<file path="config.mk">
export PLATFORM = sky130hd
export DESIGN_NAME = pulse_width_measure_top
export DESIGN_NICKNAME = d
export VERILOG_FILES = /design/src/rtl/core/pwm_pkg.sv /design/src/rtl/core/pulse_width_measure_top.sv
export SDC_FILE = /design/constraint.sdc
export NUM_CORES = 1
export LEC_CHECK = 0
export BUFFER_PORTS_ARGS = -buffer_cell sky130_fd_sc_hd__buf_4
export CAP_MARGIN = 10
export CORE_MARGIN = 2
export CORE_UTILIZATION = 41
export CTS_CLUSTER_DIAMETER = 40
export DETAILED_ROUTE_END_ITERATION = 8
export GPL_ROUTABILITY_DRIVEN = 0
export HOLD_SLACK_MARGIN = 0.06
export PLACE_DENSITY = 0.54
export RECOVER_POWER = 25
export SLEW_MARGIN = 20
export SYNTH_ARGS = -nofsm -noshare
export SYNTH_HDL_FRONTEND = slang
export SYNTH_SLANG_ARGS = --single-unit
</file>
<file path="constraint.sdc">
create_clock -name clock -period 16.2 [get_ports clock]
set_input_delay 0.81 -clock clock [delete_from_list [all_inputs] [get_ports clock]]
set_output_delay 0.81 -clock clock [all_outputs]
set_load 0.05 [all_outputs]
</file>
<file path="src/rtl/core/pwm_pkg.sv">
// Package for the pulse width measurement block: phase codes, register indexes, widths.
`timescale 1ns / 1ps

package pwm_pkg;

   // Field and register widths
   localparam int COUNT_W    = 32;
   localparam int PRESCALE_W = 16;
   localparam int CSR_IDX_W  = 1;
   localparam int CSR_DATA_W = 32;
   localparam int REQ_DATA_W = 8;
   localparam int RSP_DATA_W = 32;

   // Register indexes
   localparam logic [CSR_IDX_W-1:0] CSR_TIMEOUT_TICKS = 1'd0;
   localparam logic [CSR_IDX_W-1:0] CSR_TICKS_PER_US  = 1'd1;

   // Register reset values
   localparam logic [COUNT_W-1:0]    TIMEOUT_RESET = 32'd360000000;
   localparam logic [PRESCALE_W-1:0] TPU_RESET     = 16'd120;
   localparam logic [COUNT_W-1:0]    COUNT_MAX     = '1;

   // Operation codes carried in req_tuser
   localparam logic OP_TICK  = 1'b0;
   localparam logic OP_START = 1'b1;

   // Measurement phases
   typedef enum logic [1:0] {
      PH_IDLE     = 2'd0,
      PH_WAIT_OFF = 2'd1,
      PH_WAIT_ON  = 2'd2,
      PH_COUNT    = 2'd3
   } phase_type;

   // One result transaction
   typedef struct packed {
      logic [COUNT_W-1:0] width_us;
      logic               timed_out;
   } result_type;

endpackage

</file>
<file path="src/rtl/core/pulse_width_measure_top.sv">
// Pulse width measurement: phase control, counters and a two-deep result buffer.
// A result is registered into the output entry (or the skid entry) and shown on rsp_tvalid.
// Throughput: one request per cycle while req_tready is high; phase logic is combinational.
// A two-entry output buffer keeps req_tready high while one result waits downstream.
// Reset (synchronous, active high) sets phase idle, clears counters and buffer,
// and loads timeout_ticks = 360000000 and ticks_per_us = 120.
`timescale 1ns / 1ps

module pulse_width_measure_top (
   input  logic                                clock,
   input  logic                                reset,
   // Request channel
   input  logic                                req_tvalid,
   output logic                                req_tready,
   input  logic [pwm_pkg::REQ_DATA_W-1:0]      req_tdata,   // [0] target_level, [1] pin_level
   input  logic                                req_tuser,   // [0] operation
   // Result channel
   output logic                                rsp_tvalid,
   input  logic                                rsp_tready,
   output logic [pwm_pkg::RSP_DATA_W-1:0]      rsp_tdata,   // [31:0] width_us
   output logic                                rsp_tuser,   // [0] timed_out
   // Configuration port
   input  logic                                csr_write_en,
   input  logic [pwm_pkg::CSR_IDX_W-1:0]       csr_index,
   input  logic [pwm_pkg::CSR_DATA_W-1:0]      csr_wdata
);

   import pwm_pkg::*;

   // Configuration registers
   logic [COUNT_W-1:0]    timeout_ticks_ff;
   logic [PRESCALE_W-1:0] ticks_per_us_ff;

   // Measurement state
   phase_type             phase_ff, phase_in;
   logic                  wanted_ff, wanted_in;
   logic [COUNT_W-1:0]    elapsed_ff, elapsed_in;
   logic [PRESCALE_W-1:0] prescale_ff, prescale_in;
   logic [COUNT_W-1:0]    width_ff, width_in;

   // Result buffer
   logic                  out_valid_ff, skid_valid_ff;
   result_type            out_data_ff, skid_data_ff;

   logic                  req_accept, rsp_pop;
   logic                  req_start, req_target, req_pin;
   logic                  at_level;
   logic [COUNT_W-1:0]    elapsed_inc;
   logic                  push;
   result_type            push_data;

   assign req_tready = !skid_valid_ff;
   assign req_accept = req_tvalid && req_tready;
   assign rsp_pop    = out_valid_ff && rsp_tready;
   assign req_start  = (req_tuser == OP_START);
   assign req_target = req_tdata[0];
   assign req_pin    = req_tdata[1];
   assign at_level   = (req_pin == wanted_ff);
   assign elapsed_inc = (elapsed_ff == COUNT_MAX) ? elapsed_ff : elapsed_ff + 1'b1;

   // Configuration writes
   always_ff @(posedge clock) begin
      if (reset) begin
         timeout_ticks_ff <= TIMEOUT_RESET;
         ticks_per_us_ff  <= TPU_RESET;
      end else if (csr_write_en) begin
         case (csr_index)
            CSR_TIMEOUT_TICKS: timeout_ticks_ff <= csr_wdata;
            CSR_TICKS_PER_US:  ticks_per_us_ff  <= csr_wdata[PRESCALE_W-1:0];
            default: ;
         endcase
      end
   end

   // Phase register and counters
   always_ff @(posedge clock) begin
      if (reset) begin
         phase_ff    <= PH_IDLE;
         wanted_ff   <= 1'b0;
         elapsed_ff  <= '0;
         prescale_ff <= '0;
         width_ff    <= '0;
      end else begin
         phase_ff    <= phase_in;
         wanted_ff   <= wanted_in;
         elapsed_ff  <= elapsed_in;
         prescale_ff <= prescale_in;
         width_ff    <= width_in;
      end
   end

   // Next state and result for one request transaction
   always_comb begin
      logic [PRESCALE_W:0]   pre_base;
      logic [COUNT_W-1:0]    wid_base;
      logic [PRESCALE_W:0]   pre_next;
      logic                  do_count;

      phase_in    = phase_ff;
      wanted_in   = wanted_ff;
      elapsed_in  = elapsed_ff;
      prescale_in = prescale_ff;
      width_in    = width_ff;
      push        = 1'b0;
      push_data   = '{width_us: width_ff, timed_out: 1'b0};
      do_count    = 1'b0;
      pre_base    = {1'b0, prescale_ff};
      wid_base    = width_ff;

      if (req_accept) begin
         if (req_start) begin
            // Start or restart
            wanted_in   = req_target;
            phase_in    = PH_WAIT_OFF;
            elapsed_in  = '0;
            prescale_in = '0;
            width_in    = '0;
         end else if (phase_ff != PH_IDLE) begin
            elapsed_in = elapsed_inc;
            if (phase_ff == PH_COUNT && !at_level) begin
               // Pulse end wins over timeout
               push     = 1'b1;
               phase_in = PH_IDLE;
            end else if (elapsed_inc > timeout_ticks_ff) begin
               push      = 1'b1;
               push_data = '{width_us: '0, timed_out: 1'b1};
               phase_in  = PH_IDLE;
            end else begin
               case (phase_ff)
                  PH_WAIT_OFF: begin
                     if (!at_level) phase_in = PH_WAIT_ON;
                  end
                  PH_WAIT_ON: begin
                     if (at_level) begin
                        phase_in = PH_COUNT;
                        pre_base = '0;
                        wid_base = '0;
                        do_count = 1'b1;
                     end
                  end
                  PH_COUNT: do_count = 1'b1;
                  default: ;
               endcase
            end
         end
      end

      // Prescaler: one microsecond every ticks_per_us ticks
      pre_next = pre_base + 1'b1;
      if (do_count) begin
         if (pre_next >= {1'b0, ticks_per_us_ff}) begin
            prescale_in = '0;
            width_in    = (wid_base == COUNT_MAX) ? wid_base : wid_base + 1'b1;
         end else begin
            prescale_in = pre_next[PRESCALE_W-1:0];
            width_in    = wid_base;
         end
      end
   end

   // Two-entry result buffer
   always_ff @(posedge clock) begin
      if (reset) begin
         out_valid_ff  <= 1'b0;
         skid_valid_ff <= 1'b0;
      end else if (skid_valid_ff) begin
         if (rsp_pop) begin
            skid_valid_ff <= 1'b0;
         end
      end else if (push) begin
         if (!out_valid_ff || rsp_pop) begin
            out_valid_ff <= 1'b1;
         end else begin
            skid_valid_ff <= 1'b1;
         end
      end else if (rsp_pop) begin
         out_valid_ff <= 1'b0;
      end
   end

   // Buffer payload
   always_ff @(posedge clock) begin
      if (skid_valid_ff) begin
         if (rsp_pop) out_data_ff <= skid_data_ff;
      end else if (push) begin
         if (!out_valid_ff || rsp_pop) out_data_ff <= push_data;
         else skid_data_ff <= push_data;
      end
   end

   assign rsp_tvalid = out_valid_ff;
   assign rsp_tdata  = out_data_ff.width_us;
   assign rsp_tuser  = out_data_ff.timed_out;

`ifndef NO_ASSERTIONS
   // Skid entry is only ever occupied behind a full output entry
   a_skid_behind_out: assert property (@(posedge clock) disable iff (reset)
      skid_valid_ff |-> out_valid_ff)
      else $error("skid entry valid with output entry empty");

   // A timeout result always carries zero width
   a_timeout_zero: assert property (@(posedge clock) disable iff (reset)
      (rsp_tvalid && rsp_tuser) |-> (rsp_tdata == '0))
      else $error("timeout result with non-zero width");

   // A start transaction always arms the first wait phase
   a_start_arms: assert property (@(posedge clock) disable iff (reset)
      (req_accept && req_start) |=> (phase_ff == PH_WAIT_OFF))
      else $error("start did not enter wait phase");

   // Producing a result always returns to idle
   a_result_idle: assert property (@(posedge clock) disable iff (reset)
      push |=> (phase_ff == PH_IDLE && rsp_tvalid))
      else $error("result produced without going idle");

   // Width counter stays unchanged while idle and no request is accepted
   a_idle_no_count: assert property (@(posedge clock) disable iff (reset)
      (phase_ff == PH_IDLE && !req_accept) |=> $stable(width_ff))
      else $error("width counter moved while idle");
`endif

endmodule

</file>
==> impl_metrics.env <==
export IMPL_status="finished with violations"
export IMPL_violations="max-capacitance violations, max-slew violations"
export IMPL_drt_iter0_markers=485
export IMPL_r2r_start="elapsed_ff[3]"
export IMPL_drive_gt1_share_pct=10.82
export IMPL_dpl_instance_area_sq_um=11370
export IMPL_cts_sinks=199
export IMPL_fp_dieArea_sq_um=26940
export IMPL_maxCapViolCount=1
export IMPL_core_area_sq_um=25180
export IMPL_r2r_slack_ns=8.17
export IMPL_layout_nets=1323
export IMPL_async_flop_share_pct=0
export IMPL_root_buffer="clkbuf_16"
export IMPL_drc_errors=0
export IMPL_instances_no_fill=1568
export IMPL_startpoint_type="flip-flop"
export IMPL_grt_pass1_vias=7876
export IMPL_area_growth_pct=12.84
export IMPL_p_leak_nw=4.693
export IMPL_rsz0062_at_grt="no"
export IMPL_cts_tree="yes"
export IMPL_ys_flop_type="dfxtp_1"
export IMPL_place_inst=1535
export IMPL_maxSlewHeadroom_pct=-25.84
export IMPL_final_common_cell="nand2_1"
export IMPL_powerDensity_nw_per_um2=85.03
export IMPL_start_util_pct=41.76
export IMPL_diodes=0
export IMPL_worstSetupEndpoint="width_ff[5]"
export IMPL_syn_inst=1173
export IMPL_rr_worst_depth=33
export IMPL_n_fill_cell=2446
export IMPL_critPathCaptureType="flip-flop"
export IMPL_cts_resized_gates=0
export IMPL_dp_hpwl_microns=17990
export IMPL_grt_pass1_wl_microns=41220
export IMPL_clockBufferDepth=2
export IMPL_io_pins=82
export IMPL_tns_ns=0
export IMPL_critical_path_peak_fanout=16
export IMPL_hold_viol=0
export IMPL_synthDistinctLibCells=68
export IMPL_fin_crit_ns=8.029
export IMPL_cts_made_buffers=17
export IMPL_crit_arrival_ns=8.37
export IMPL_path_class="reg2reg"
export IMPL_grt_ovfl_total=0
export IMPL_cts_hold_buf=0
export IMPL_io_buffer_count=75
export IMPL_seq_area_sq_um=4644
export IMPL_via_count=8314
export IMPL_fin_crit_sh_pct=49.56
export IMPL_r2r_end="width_ff[5]"
export IMPL_finalClockSkew_ns=0.01359
export IMPL_wl_per_cell_microns=16.34
export IMPL_cp_required_ns=16.54
export IMPL_slowest_delay_ns=0.57
export IMPL_hold_path_class="reg2reg"
export IMPL_synth_seq_cells=199
export IMPL_dr_pass1_iters=5
export IMPL_wl_microns=25630
export IMPL_antenna_found_initial=0
export IMPL_clk_latency_ns=0.44
export IMPL_synth_area_sq_um=10520
export IMPL_fmax_mhz=124.6
export IMPL_synth_fp_nets=1271
export IMPL_chipHeight_microns=164.1
export IMPL_grt_usage_pct=19.44
export IMPL_fin_util_pct=47.12
export IMPL_syn_avg_cell_area_sq_um=8.964
export IMPL_grt_max_degree=44
export IMPL_ir_drop_mv=0.06602
export IMPL_cp_slowest_cell="nor4_4"
export IMPL_final_cell_mix="182 x nand2_1, 133 x dfxtp_1, 94 x nor2_1"
export IMPL_multi_input_comb_area_sq_um=5404
export IMPL_dp_slack_ns=8.181
export IMPL_startpoint="elapsed_ff[3]"
export IMPL_final_antenna_net_count=0
export IMPL_cts_max_level=4
export IMPL_setup_viol=0
export IMPL_maxSlewViolCount=38
export IMPL_final_area_sq_um=11870
export IMPL_die_x_microns=164.1
export IMPL_row_count=58
export IMPL_viasPerCell=5.302
export IMPL_yosysSeqAreaShare_pct=44.17
export IMPL_yosysWarnings=0
export IMPL_postCtsSetupRepairBufs=0
export IMPL_worstMarginPinSlew_ns=1.888
export IMPL_fin_ws_ns=8.171
export IMPL_clkTransAtPathRegs_ns=0.08
export IMPL_synth_edff_count=66
## kinds of logic after synthesis
logic type | share of synthesized area [%]
AND/OR/NAND/NOR | 22.17
AO/OA/AOI/OAI | 16.14
flip-flops | 44.17
buffers and inverters | 4.569
adder cells (fa/ha/maj) | 6.069
XOR/XNOR | 3.582
multiplexers | 3.308
## state kept, by name (all words and copies together), names as in the netlist, 2 cells and up
register / count
phase_ff: 2
skid_data_ff: 33
ticks_per_us_ff: 16
prescale_ff: 16
rsp_tdata: 32
timeout_ticks_ff: 32
elapsed_ff: 32
width_ff: 32
## worst min-delay path by stage
| stage | endpoint | cells after the start | slack (ns) | start |
|---|---|---|---|---|
| 2_1_floorplan | ticks_per_us_ff[10] | 2 | 0.44 | ticks_per_us_ff[10] |
| 3_3_place_gp | timeout_ticks_ff[27] | 2 | 0.44 | timeout_ticks_ff[27] |
| 3_5_place_dp | ticks_per_us_ff[9] | 2 | 0.45 | ticks_per_us_ff[9] |
| 4_1_cts | ticks_per_us_ff[9] | 2 | 0.46 | ticks_per_us_ff[9] |
| 5_1_grt | timeout_ticks_ff[19] | 2 | 0.48 | timeout_ticks_ff[19] |
| 6_report | timeout_ticks_ff[10] | 2 | 0.46 | timeout_ticks_ff[10] |
## cells in the mapped netlist, drive strengths merged, types with 3 or more instances
cell type | count | share of area (%)
nand2 | 183 | 6.6
dfxtp | 133 | 25
nor2 | 94 | 3.4
a21oi | 79 | 3.8
edfxtp | 66 | 19
inv | 63 | 2.2
ha | 51 | 6.1
o21ai | 47 | 2.2
and2 | 42 | 2.5
clkbuf | 41 | 1.5
nand3 | 36 | 1.7
a22oi | 33 | 2.4
mux2 | 30 | 3.2
and3 | 28 | 1.8
o211ai | 28 | 2.0
xor2 | 27 | 2.2
nand4 | 25 | 1.5
nor3 | 17 | 0.92
buf | 16 | 0.82
xnor2 | 16 | 1.3
and4 | 11 | 0.92
nor2b | 11 | 0.65
nor4 | 10 | 1.1
a31oi | 9 | 0.54
a22o | 8 | 0.67
a31o | 6 | 0.50
a21o | 5 | 0.36
nand2b | 5 | 0.37
o31ai | 5 | 0.36
a2111o | 4 | 0.43
a211o | 4 | 0.33
o21a | 4 | 0.29
or3 | 4 | 0.24
a41oi | 3 | 0.25
o22a | 3 | 0.25
or4 | 3 | 0.21
## through the flow
| stage | hold slack (ns) | power [W] |
|---|---|---|
| finish | 0.4591 | 0.001009 |
| global route | 0.4753 | 0.001043 |
| floorplan | 0.4363 | 0.0005634 |
| global placement | 0.4443 | 0.0005835 |
| detailed placement | 0.4478 | 0.0005843 |
| CTS | 0.4591 | 0.001021 |
## power breakdown
group / switching [W] / internal [W] / total, W
sequential: 0.00000331 / 0.000518 / 0.000521
combinational: 0.0000324 / 0.0000183 / 0.0000507
clock: 0.000227 / 0.000210 / 0.000437
## per-layer routing
layer	GRT usage [%]	wire [microns]	vias to the layer above
met4	5.901	424	0
met5	0	0	-
met1	25.20	11990	3902
met3	2.449	566	20
met2	33.72	12650	106
li1	-	-	4286
## critical path: cells and delay by family (launching register included)
family                     cells  cell delay, ns
and+or+nand+nor               19            4.30
AOI/OAI and AO/OA              6            1.33
adders and majority gates      3            0.87
buffers and inverters          3            0.67
DFF                            1            0.43
xor gates and xnor gates       2            0.31
## area by class of cell
cell class	instances	area share, %
multi-input cells	853	45.54
flip-flops and latches	199	39.14
repair buffers	90	4.724
clock buffers	17	3.585
well taps	330	3.480
inverters	64	2.025
clock inverters	15	1.497
(Power assumes the default switching activity.)
